===== config.mk =====
export PLATFORM = sky130hd
export DESIGN_NAME = cpu_speed_policy_fsm
export DESIGN_NICKNAME = d
export VERILOG_FILES = /design/src/rtl/cpsp_pkg.sv /design/src/rtl/cpsp_cfg.sv /design/src/rtl/cpsp_policy.sv /design/src/rtl/cpu_speed_policy_fsm.sv
export SDC_FILE = /design/constraint.sdc
export NUM_CORES = 1
export LEC_CHECK = 0
export BUFFER_PORTS_ARGS = -buffer_cell sky130_fd_sc_hd__buf_4
export CORE_MARGIN = 3
export CORE_UTILIZATION = 40
export CTS_CLUSTER_DIAMETER = 30
export CTS_CLUSTER_SIZE = 20
export DETAILED_ROUTE_END_ITERATION = 7
export PLACE_DENSITY = 0.56
export SLEW_MARGIN = 20
export SYNTH_ARGS = -nofsm -noshare
export SYNTH_HDL_FRONTEND = slang
export SYNTH_SLANG_ARGS = --single-unit
export TNS_END_PERCENT = 10

===== constraint.sdc =====
create_clock -name aclk -period 5.2 [get_ports aclk]
set_clock_uncertainty 0.05 [all_clocks]
set_input_delay 0.52 -clock aclk [delete_from_list [all_inputs] [get_ports aclk]]
set_output_delay 0.52 -clock aclk [all_outputs]
set_load 0.01 [all_outputs]

===== src/rtl/cpsp_pkg.sv =====
`default_nettype none

package cpsp_pkg;

    localparam int unsigned TIME_W     = 32;
    localparam int unsigned CFG_ADDR_W = 8;
    localparam int unsigned CFG_DATA_W = 32;

    // Configuration register indexes
    localparam logic [CFG_ADDR_W-1:0] REG_IDLE_TIMEOUT = 8'd0;
    localparam logic [CFG_ADDR_W-1:0] REG_CHECK_PERIOD = 8'd1;
    localparam logic [CFG_ADDR_W-1:0] REG_BOOT_FALLBK  = 8'd2;
    localparam logic [CFG_ADDR_W-1:0] REG_BOOT_MIN     = 8'd3;

    localparam logic [TIME_W-1:0] IDLE_TIMEOUT_RST = 32'd10000;
    localparam logic [TIME_W-1:0] CHECK_PERIOD_RST = 32'd500;
    localparam logic [TIME_W-1:0] BOOT_FALLBK_RST  = 32'd30000;
    localparam logic [TIME_W-1:0] BOOT_MIN_RST     = 32'd2000;

    // Event kinds
    localparam logic OP_START  = 1'b0;
    localparam logic OP_UPDATE = 1'b1;

    typedef enum logic [1:0] {
        MODE_BOOT   = 2'd0,
        MODE_ACTIVE = 2'd1,
        MODE_IDLE   = 2'd2
    } cpsp_mode_t;

    typedef enum logic [1:0] {
        ACT_KEEP = 2'd0,
        ACT_AUTO = 2'd1,
        ACT_MENU = 2'd2,
        ACT_IDLE = 2'd3
    } cpsp_action_t;

    typedef struct packed {
        logic [TIME_W-1:0] idle_timeout;
        logic [TIME_W-1:0] check_period;
        logic [TIME_W-1:0] boot_fallback;
        logic [TIME_W-1:0] boot_min;
    } cpsp_cfg_t;

    typedef struct packed {
        cpsp_mode_t        mode;
        logic [TIME_W-1:0] boot_origin;
        logic [TIME_W-1:0] next_check;
        logic [TIME_W-1:0] input_stamp;
    } cpsp_state_t;

    typedef struct packed {
        logic              op;
        logic [TIME_W-1:0] now;
        logic              user_input;
        logic              boot_ready;
    } cpsp_item_t;

endpackage

`default_nettype wire


===== src/rtl/cpsp_cfg.sv =====
`default_nettype none

module cpsp_cfg
    import cpsp_pkg::*;
(
    input  wire logic                  aclk,
    input  wire logic                  aresetn,
    input  wire logic                  cfg_wr_en,
    input  wire logic [CFG_ADDR_W-1:0] cfg_addr,
    input  wire logic [CFG_DATA_W-1:0] cfg_wdata,
    output cpsp_cfg_t                  cfg
);

    cpsp_cfg_t cfg_reg;
    cpsp_cfg_t cfg_next;

    always_comb begin
        cfg_next = cfg_reg;
        if (cfg_wr_en) begin
            // drop writes beyond the register list
            if (cfg_addr == REG_IDLE_TIMEOUT) begin
                cfg_next.idle_timeout = cfg_wdata[TIME_W-1:0];
            end else if (cfg_addr == REG_CHECK_PERIOD) begin
                cfg_next.check_period = cfg_wdata[TIME_W-1:0];
            end else if (cfg_addr == REG_BOOT_FALLBK) begin
                cfg_next.boot_fallback = cfg_wdata[TIME_W-1:0];
            end else if (cfg_addr == REG_BOOT_MIN) begin
                cfg_next.boot_min = cfg_wdata[TIME_W-1:0];
            end
        end
    end

    always_ff @(posedge aclk) begin
        if (!aresetn) begin
            cfg_reg.idle_timeout  <= IDLE_TIMEOUT_RST;
            cfg_reg.check_period  <= CHECK_PERIOD_RST;
            cfg_reg.boot_fallback <= BOOT_FALLBK_RST;
            cfg_reg.boot_min      <= BOOT_MIN_RST;
        end else begin
            cfg_reg <= cfg_next;
        end
    end

    assign cfg = cfg_reg;

endmodule

`default_nettype wire


===== src/rtl/cpsp_policy.sv =====
`default_nettype none

module cpsp_policy
    import cpsp_pkg::*;
(
    input  wire cpsp_cfg_t   cfg,
    input  wire cpsp_state_t state,
    input  wire cpsp_item_t  item,
    output cpsp_state_t      state_next,
    output cpsp_action_t     action
);

    logic [TIME_W-1:0] last_eff;
    logic [TIME_W-1:0] since_input;
    logic [TIME_W-1:0] elapsed;
    logic [TIME_W-1:0] to_check;
    logic [TIME_W-1:0] check_next;
    logic              idle_hit;
    logic              fallback_hit;
    logic              before_min;
    logic              not_due;
    cpsp_mode_t        exit_mode;
    cpsp_action_t      exit_act;

    // Input on this tick refreshes the timestamp before any idle test
    assign last_eff     = item.user_input ? item.now : state.input_stamp;
    assign since_input  = item.now - last_eff;
    assign idle_hit     = since_input >= cfg.idle_timeout;
    assign elapsed      = item.now - state.boot_origin;
    assign fallback_hit = elapsed >= cfg.boot_fallback;
    assign before_min   = elapsed < cfg.boot_min;
    assign to_check     = item.now - state.next_check;
    assign not_due      = to_check[TIME_W-1];
    assign check_next   = item.now + cfg.check_period;
    assign exit_mode    = idle_hit ? MODE_IDLE : MODE_ACTIVE;
    assign exit_act     = idle_hit ? ACT_IDLE : ACT_MENU;

    always_comb begin
        state_next = state;
        action     = ACT_KEEP;
        if (item.op == OP_START) begin
            state_next.boot_origin = item.now;
            state_next.next_check  = check_next;
            state_next.input_stamp = item.now;
            state_next.mode        = item.boot_ready ? MODE_ACTIVE : MODE_BOOT;
            action                 = item.boot_ready ? ACT_MENU : ACT_AUTO;
        end else begin
            state_next.input_stamp = last_eff;
            unique case (state.mode)
                MODE_BOOT: begin
                    if (fallback_hit) begin
                        state_next.mode = exit_mode;
                        action          = exit_act;
                    end else if (!before_min && !not_due) begin
                        // reschedule the check whether or not boot is done
                        state_next.next_check = check_next;
                        if (item.boot_ready) begin
                            state_next.mode = exit_mode;
                            action          = exit_act;
                        end
                    end
                end
                MODE_ACTIVE: begin
                    if (idle_hit) begin
                        state_next.mode = MODE_IDLE;
                        action          = ACT_IDLE;
                    end
                end
                MODE_IDLE: begin
                    if (item.user_input) begin
                        state_next.mode = MODE_ACTIVE;
                        action          = ACT_MENU;
                    end
                end
                default: begin
                    action = ACT_KEEP;
                end
            endcase
        end
    end

endmodule

`default_nettype wire


===== src/rtl/cpu_speed_policy_fsm.sv =====
// CPU clock policy with boot, active and idle modes. Every item on the s_
// channel is one timestamped event and yields exactly one action item on the
// m_ channel (keep, set auto, set menu speed, set idle speed), in order. An
// accepted item sits in the input register, where the policy logic reads it
// together with the mode and timestamp registers; the action is written into
// the output register and the state is updated in the same edge. m_tvalid
// rises when the item moves into the output register (two register stages),
// and one item is taken every cycle as long as m_tready stays high; the
// single input register and the output register set that figure. The user
// must write timing registers through the cfg_ port only while no item is
// in flight (not enforced); writes to indexes four and above are dropped.
`default_nettype none

module cpu_speed_policy_fsm
    import cpsp_pkg::*;
(
    input  wire logic                  aclk,
    input  wire logic                  aresetn,

    input  wire logic                  cfg_wr_en,
    input  wire logic [CFG_ADDR_W-1:0] cfg_addr,
    input  wire logic [CFG_DATA_W-1:0] cfg_wdata,

    input  wire logic                  s_tvalid,
    output      logic                  s_tready,
    input  wire logic [39:0]           s_tdata,   // now[31:0], user_input, boot_ready, zeros
    input  wire logic                  s_tuser,   // op

    output      logic                  m_tvalid,
    input  wire logic                  m_tready,
    output      logic [7:0]            m_tdata    // action[1:0], zeros
);

    cpsp_cfg_t    cfg;
    cpsp_state_t  state_reg;
    cpsp_state_t  state_next;
    cpsp_item_t   item_reg;
    cpsp_item_t   item_in;
    cpsp_action_t action_next;
    cpsp_action_t action_reg;
    logic         in_valid_reg;
    logic         out_valid_reg;
    logic         advance;
    logic         s_take;

    cpsp_cfg u_cfg (
        .aclk      (aclk),
        .aresetn   (aresetn),
        .cfg_wr_en (cfg_wr_en),
        .cfg_addr  (cfg_addr),
        .cfg_wdata (cfg_wdata),
        .cfg       (cfg)
    );

    cpsp_policy u_policy (
        .cfg        (cfg),
        .state      (state_reg),
        .item       (item_reg),
        .state_next (state_next),
        .action     (action_next)
    );

    assign item_in.op         = s_tuser;
    assign item_in.now        = s_tdata[TIME_W-1:0];
    assign item_in.user_input = s_tdata[TIME_W];
    assign item_in.boot_ready = s_tdata[TIME_W+1];

    // move the held item into the output register when that register frees up
    assign advance  = in_valid_reg && (!out_valid_reg || m_tready);
    assign s_tready = !in_valid_reg || advance;
    assign s_take   = s_tvalid && s_tready;

    always_ff @(posedge aclk) begin
        if (!aresetn) begin
            in_valid_reg          <= 1'b0;
            out_valid_reg         <= 1'b0;
            state_reg.mode        <= MODE_BOOT;
            state_reg.boot_origin <= '0;
            state_reg.next_check  <= '0;
            state_reg.input_stamp <= '0;
        end else begin
            if (s_take) begin
                in_valid_reg <= 1'b1;
            end else if (advance) begin
                in_valid_reg <= 1'b0;
            end
            if (advance) begin
                out_valid_reg <= 1'b1;
                state_reg     <= state_next;
            end else if (m_tready) begin
                out_valid_reg <= 1'b0;
            end
        end
    end

    always_ff @(posedge aclk) begin
        if (s_take) begin
            item_reg <= item_in;
        end
        if (advance) begin
            action_reg <= action_next;
        end
    end

    assign m_tvalid = out_valid_reg;
    assign m_tdata  = {6'b0, action_reg};

`ifndef SYNTHESIS
    a_start_action: assert property (@(posedge aclk) disable iff (!aresetn)
        advance && item_reg.op == OP_START
        |=> m_tvalid && (action_reg == ACT_MENU || action_reg == ACT_AUTO))
        else $error("start item gave an action other than menu or auto");

    a_boot_keep: assert property (@(posedge aclk) disable iff (!aresetn)
        advance && item_reg.op == OP_UPDATE && state_reg.mode == MODE_BOOT
        |=> (action_reg == ACT_KEEP) == (state_reg.mode == MODE_BOOT))
        else $error("boot mode left without a speed change, or kept with one");

    a_idle_action: assert property (@(posedge aclk) disable iff (!aresetn)
        advance && item_reg.op == OP_UPDATE && state_reg.mode == MODE_IDLE
        |=> action_reg == ACT_KEEP || action_reg == ACT_MENU)
        else $error("idle mode gave an action other than keep or menu");

    a_stall_cause: assert property (@(posedge aclk) disable iff (!aresetn)
        !s_tready |-> in_valid_reg && out_valid_reg && !m_tready)
        else $error("input stalled while the pipeline could move");

    a_state_hold: assert property (@(posedge aclk) disable iff (!aresetn)
        !advance |=> $stable(state_reg))
        else $error("policy state changed without an item");
`endif

endmodule

`default_nettype wire


# Word level (Yosys, flattened, before mapping)
# Cells that the tools add are included.
[op_classes]
addsub = 4
reduce_logical = 20
bitwise = 4
n_lt_le_gt_ge = 3
mux = 27
n_eq_ne = 13
[ops]
columns = ["op", "n"]
rows = [
  ["$mux 32", 4],
  ["$sub 32x32->32", 3],
  ["$ge 32x32->1", 2],
  ["$mux 64", 1],
  ["$add 32x32->32", 1],
  ["$lt 32x32->1", 1],
  ["$mux 2", 14],
  ["$eq 8x2->1 const B", 2],
  ["$pmux 2 s3", 2],
  ["$eq 8x1->1 const B", 1],
  ["$logic_not 8->1", 1],
  ["$reduce_and 4->1", 2],
  ["$mux 1", 6],
  ["$reduce_and 6->1", 1],
  ["$reduce_and 5->1", 1],
  ["$logic_not 1->1", 4],
  ["$ne 2x1->1 const B", 2],
  ["$ne 4x1->1 const B", 1],
  ["$ne 4x2->1 const B", 1],
  ["$ne 4x3->1 const B", 1],
  ["$not 1->1", 4],
  ["$reduce_and 2->1", 2],
  ["$reduce_bool 2->1", 2],
  ["$logic_and 1x1->1", 3],
  ["8 further kinds", 9],
]
[totals]
reg_bits = 265
elab_cells = 86
in_bits = 86

# Depth between registers and ports, before layout
[depth]
depth_word = 9
mapped_depth = 27
mapped_depth_nobuf = 25

# Cells and area by module
# From an unflattened synthesis, not the netlist that was laid out.
[unflattened]
hier_cells = 2216
hier_area_um2 = 18999.5
[modules_own_cells]
columns = ["mod", "cells_each", "area_per_inst_um2", "instances"]
rows = [
  ["cpsp_policy", 1275, 8987.4, 1],
  ["cpu_speed_policy_fsm", 478, 5127.4, 1],
  ["cpsp_cfg", 463, 4884.7, 1],
]

# Least setup slack after synthesis
# No wires, ideal clock.
[synth_timing]
path_kind = "reg-to-reg"
startpoint = "register item_reg[1] (netlist name)"
endpoint = "register state_reg[96] (netlist name)"
slack_ns = -0.006
arrival_ns = 5.085
n_path_buf = 2
stages_incl_launch_ff = 23
path_cell_list = "edfxtp_1 clkbuf_1 clkbuf_1 mux2i_1 fa_1 a211oi_1 o211ai_1 a211oi_2 o21ai_1 a2111oi_4 o31ai_1 xnor2_1 ha_1 a21o_1 a21oi_1 o31ai_1 or4_1 a41oi_1 o21ai_1 o221ai_1 a21oi_1 o21ai_0 mux2i_1"
[synth_between]
elab_chain_len = 9
elab_cells_between_ends = 12
classes_between = "add/sub: 1; order compare: 1; eq/ne: 2; mux: 7; reduce/logical: 1"
[synth_rtl]
columns = ["element", "line_no", "rtl"]
rows = [
  ["start: declaration", "cpu_speed_policy_fsm.sv:37", "cpsp_item_t item_reg;"],
  ["start signal: assignment", "cpu_speed_policy_fsm.sv:98", "item_reg <= item_in;"],
  ["$mux 32", "cpsp_policy.sv:26", "assign last_eff = item.user_input ? item.now : state.input_stamp;"],
  ["$sub 32x32->32", "cpsp_policy.sv:27", "assign since_input = item.now - last_eff;"],
  ["$ge 32x32->1", "cpsp_policy.sv:28", "assign idle_hit = since_input >= cfg.idle_timeout;"],
  ["$mux 2", "cpsp_policy.sv:35", "assign exit_mode = idle_hit ? MODE_IDLE : MODE_ACTIVE;"],
  ["$mux 2", "cpsp_policy.sv:57", "if (item.boot_ready) begin"],
  ["$mux 2", "cpsp_policy.sv:54", "end else if (!before_min && !not_due) begin"],
  ["$mux 2", "cpsp_policy.sv:51", "if (fallback_hit) begin"],
  ["$pmux 2 s3", "cpsp_policy.sv:49", "unique case (state.mode)"],
  ["$mux 2", "cpsp_policy.sv:41", "if (item.op == OP_START) begin"],
  ["end signal: assignment", "cpu_speed_policy_fsm.sv:89", "state_reg <= state_next;"],
  ["end: declaration", "cpu_speed_policy_fsm.sv:35", "cpsp_state_t state_reg;"],
]
# Several ways; a longest one is shown, not always the timed one. The select of a mux whose other input is x is not followed.
# A chain may end at the register's enable or synchronous reset.

# Final worst setup path
[layout_timing]
startpoint = "register item_reg[6] (netlist name)"
endpoint = "register state_reg[46] (netlist name)"
[layout_between]
elab_chain_len = 6
elab_cells_between_ends = 15
classes_between = "add/sub: 3; order compare: 2; eq/ne: 2; mux: 4; reduce/logical: 4"
[layout_rtl]
columns = ["element", "line_no", "rtl"]
rows = [
  ["$sub 32x32->32", "cpsp_policy.sv:29", "assign elapsed = item.now - state.boot_origin;"],
  ["$lt 32x32->1", "cpsp_policy.sv:31", "assign before_min = elapsed < cfg.boot_min;"],
  ["$logic_not 1->1", "cpsp_policy.sv:54", ""],
  ["$logic_and 1x1->1", "cpsp_policy.sv:54", ""],
  ["$ne 2x1->1 (no source line)", "--", ""],
  ["$reduce_and 4->1 (no source line)", "--", ""],
]
# Several ways; a longest one is shown, not always the timed one. The select of a mux whose other input is x is not followed.

==> results by stage <==
Worst setup path:
- The category of the worst setup path capture point is a flip-flop.
- In this run the critical register-to-register path is captured at state_reg[46].
- The critical path start-end classification is flip-flop to flip-flop.
- The arrival time at the worst endpoint is 5.86 ns.
- The register-to-register setup slack is -0.20 ns.
- The startpoint class of the critical path is a flip-flop.
- The required arrival time at the worst endpoint is 5.67 ns.
- The launch instance of the worst register-to-register path is item_reg[6].
- In this run the worst path has a maximum fanout of 6.
- The number of cells on the worst reg-to-reg path is 25.

Timing:
- The post-route worst setup slack is -0.1993 ns.
- The worst slew margin relative to its limit is 0.3776.
- The part of the cycle the worst path needs is 1.038.
- The number of hold violations in the final report is 0.
- The pin slew with the least headroom to its limit is 0.9335 ns.
- The achievable frequency is between 150 and 200 MHz.
- The post-route worst hold slack is around 0.063 ns.
- The setup total negative slack is -4.080 ns.
- The number of pins exceeding their max-slew limit in the final report is 0.
- Setup repair after global routing could not meet its margin everywhere.
- The final critical delay including setup and external delays is 5.399 ns.
- The number of endpoints failing setup at the final stage is 35.

Logic synthesis:
- The average instance area after synthesis is 8.071 sq um.
- Of all flip-flops after synthesis, the portion carrying an async set or reset was 0.
- For this run, the register share of the synthesized area comes to 0.3281.
- The netlist area before placement is 0.01730 sq mm.
- Synthesis instantiated between 80 and 90 different standard cells from the library.
- In the synthesized netlist the dominant register cell turns out to be dfxtp_1.
- By area the synthesized netlist is led by dfxtp_1, ha_1, nand2_1.
- Of the post-synthesis cell area, the dominant cell type holds 0.2639.
- Of all cell types, the one taking the most synthesized area is dfxtp_1.
- The post-synthesis cell count is 2143.
- The synthesis warning total is 0.
- The number of flops mapped to enable cells by yosys is 37.
- The number of flip-flops and latches in the synthesized netlist is 265.

Power and ir drop:
- Dividing total power by cell area gives a power density of 366.8 mW/mm^2.
- The overall power of the completed layout is 8116 uW.
- The maximum ir drop on the vdd rail is 230.0 uV.
- For this design the static power due to leakage is 0.009165 uW.

Routing:
- The pre-antenna-repair detailed-routing pass consisted of 5 iterations.
- Dividing the detail-routed wire length by the instance count gives about 17 um.
- The remaining design rule violation count is 0.
- Dividing the detail-routed via count by the number of cells gives 5.153.
- The count of vias placed by the detailed router is 15410.
- The first routing iteration left 974 violations.
- The routed design has approximately 50000 um of wire.
- The number of antenna-violating nets in the routed design is 0.

Die:
- The area of the core is 0.04232 sq mm.
- The die outline height is 213.9 um.
- Pin placement for this block handled 96 I/O pins.
- In this run the horizontal extent of the chip is around 210 um.
- The die covers approximately 0.046 sq mm.
- The initial core utilization is 0.4087.
- The placement row count is 75.

Final layout:
- The flip-flop count of the largest register, all copies and words added is roughly 130.
- The area of all placed cells without fillers is between 0.02 and 0.025 sq mm.
- The register area is 0.005675 sq mm.
- 0 antenna diodes ended up in the layout.
- The net count reported at finish is 2668.
- The footprint of the multi-input gates is 0.01078 sq mm.
- The layout filler cell count is between 3000 and 4000.
- The ratio of cells with drive above 1 in the final layout is 0.1703.
- From synthesis to final layout, the design area changed by 27.91%.

Global route:
- The first global-routing pass estimated 79780 um of wire.
- The total routing usage reported by global routing is 0.2154.
- The total congestion overflow is 0.
- The maximum number of pins on one net before global-route repair is 113.
- The via count of the first global-routing pass is about 15000.
- The initial antenna violation count is 0.

Placed design:
- The total of buffers placed on input and output ports is 83.
- The placed standard-cell area is 0.01924 sq mm.
- The placed wire-length estimate is approximately 37000 um.
- The worst slack at placement is -0.5899 ns.
- Routability-driven placement finished with a final weighted congestion of 0.8712.

Clock tree:
- The number of hold buffers added after CTS is 0.
- TritonCTS built the clock tree.
- Clock tree synthesis selected as its root buffer the cell clkbuf_16.
- The clock transition at the registers of the reported paths is 0.05 ns.
- The longest clock path from root to sink contains 3 buffers.
- Buffers inserted during clock tree synthesis total 73.
- The number of H-tree levels is 3.
- The number of clock sinks is 265.
- The insertion delay to the later sink of the worst-skew pair is 0.59 ns.

Status:
- The run finished, with violations left.
- The final reports fail on setup timing.

Flow run:
- Across the run, the number of max-cap violations was 0.

Min path:
- The path class of the tightest hold or removal check is primary input to flip-flop.
- The launch point of the worst hold path is s_tdata[28].
- Counting instances, the worst hold path has a depth of 1.
- The end of the worst hold path is item_reg[30].
## critical path: stages, from the launching register on
cell,delay [ns]
edfxtp_1,0.52
ha_1,0.38
and3_1,0.16
a21oi_1,0.15
nand3_1,0.15
a21oi_2,0.17
buf_4,0.14
o32ai_2,0.10
or4_1,0.42
a21oi_1,0.21
xnor2_1,0.19
buf_4,0.15
ha_1,0.23
o21a_1,0.18
o21ai_0,0.22
nand2b_1,0.15
a2111oi_4,0.34
o21bai_1,0.09
a31oi_1,0.19
buf_4,0.17
and2_4,0.17
a31oi_4,0.09
buf_12,0.20
buf_4,0.14
mux2_4,0.29
nor2_2,0.07
## power breakdown
group	internal (uW)	total [uW]	switching (uW)	leakage (uW)
Clock	3080	4440	1360	0.00121
Sequential	2150	2200	56.2	0.00221
Combinational	692	1470	781	0.00575
Total	5910	8120	2200	0.00916
## cell type report
cell class,instances,area share
sequential,265,0.2565
clock inverter,37,0.01759
clock buffer,96,0.09490
multi-input combinational,1608,0.4872
tap,577,0.03263
inverter,188,0.03212
timing repair buffer,220,0.07906
## how the worst max path moves through the flow
stage / from / endpoint / slack (ns)
after floorplan: item_reg[1] / state_reg[96] / 0.07
after global placement: item_reg[2] / state_reg[58] / -0.50
after detailed placement: item_reg[2] / state_reg[60] / -0.59
after CTS: item_reg[2] / state_reg[46] / -0.16
after global routing: item_reg[3] / state_reg[33] / -0.49
final: item_reg[6] / state_reg[46] / -0.20
## cell usage after synthesis (all sizes together), types with 6 or more instances
| cell type | number |
|---|---|
| a2111oi | 9 |
| a211oi | 24 |
| a21o | 50 |
| a21oi | 276 |
| a31oi | 11 |
| and2 | 11 |
| and3 | 13 |
| buf | 19 |
| clkbuf | 69 |
| dfxtp | 228 |
| edfxtp | 37 |
| ha | 223 |
| inv | 188 |
| mux2i | 54 |
| nand2 | 432 |
| nand2b | 16 |
| nand3 | 40 |
| nand4 | 19 |
| nor2 | 92 |
| nor2b | 12 |
| nor3 | 18 |
| o211ai | 25 |
| o21a | 10 |
| o21ai | 69 |
| o21bai | 24 |
| o31ai | 10 |
| or2 | 6 |
| xnor2 | 63 |
| xor2 | 24 |
## layer usage
metal,global-route usage,vias up,share of wire
met2,0.3274,365,0.42
met3,0.03518,85,0.049
met5,0,-,0
li1,-,7848,-
met4,0.08216,0,0.028
met1,0.3065,7116,0.50
## per-stage QoR
| step | cells | util |
|---|---|---|
| 2_1_floorplan | 2148 | - |
| 3_3_place_gp | 2843 | 0.4546 |
| 3_5_place_dp | 2843 | 0.4546 |
| 4_1_cts | 2989 | 0.5209 |
| 5_1_grt | 2991 | 0.5227 |
| 6_report | 2991 | 0.5227 |
## cell families after synthesis
logic type / count (synthesis) / synth area share
DFF: 265 / 0.3281
buffers and inverters: 276 / 0.06337
xor gates and xnor gates: 87 / 0.04405
AOI/OAI and AO/OA: 552 / 0.1976
muxes: 56 / 0.03277
and+or+nand+nor: 680 / 0.1691
other: 1 / 0.0002168
adders and majority gates: 226 / 0.1648
## what timing repair did
action                                 CTS  global route
cloned                                   2             0
endpoints found under the hold margin    0             0
gates resized for setup                 42            12
setup endpoints to repair               36            36
setup buffers                           11             2
pin swaps                               44             6
## placed cells by master (no fill, tap or decap), drive strengths merged, types with 9 or more instances in the layout
cell type and instances:
nor3 18, nand3 40, mux2i 54, clkbuf 96
nor2 92, nand2 432, ha 223, clkinvlp 9
a2111oi 9, xnor2 63, clkinv 21, inv 190
o211ai 25, a211oi 24, edfxtp 37, and2 11
o31ai 10, dfxtp 228, buf 220, nand2b 16
a21o 50, o21bai 24, and3 13, o21a 10
a31oi 12, nor2b 12, xor2 24, nand4 19
a21oi 276, o21ai 69
No activity file was read; power rests on OpenSTA's default activity.
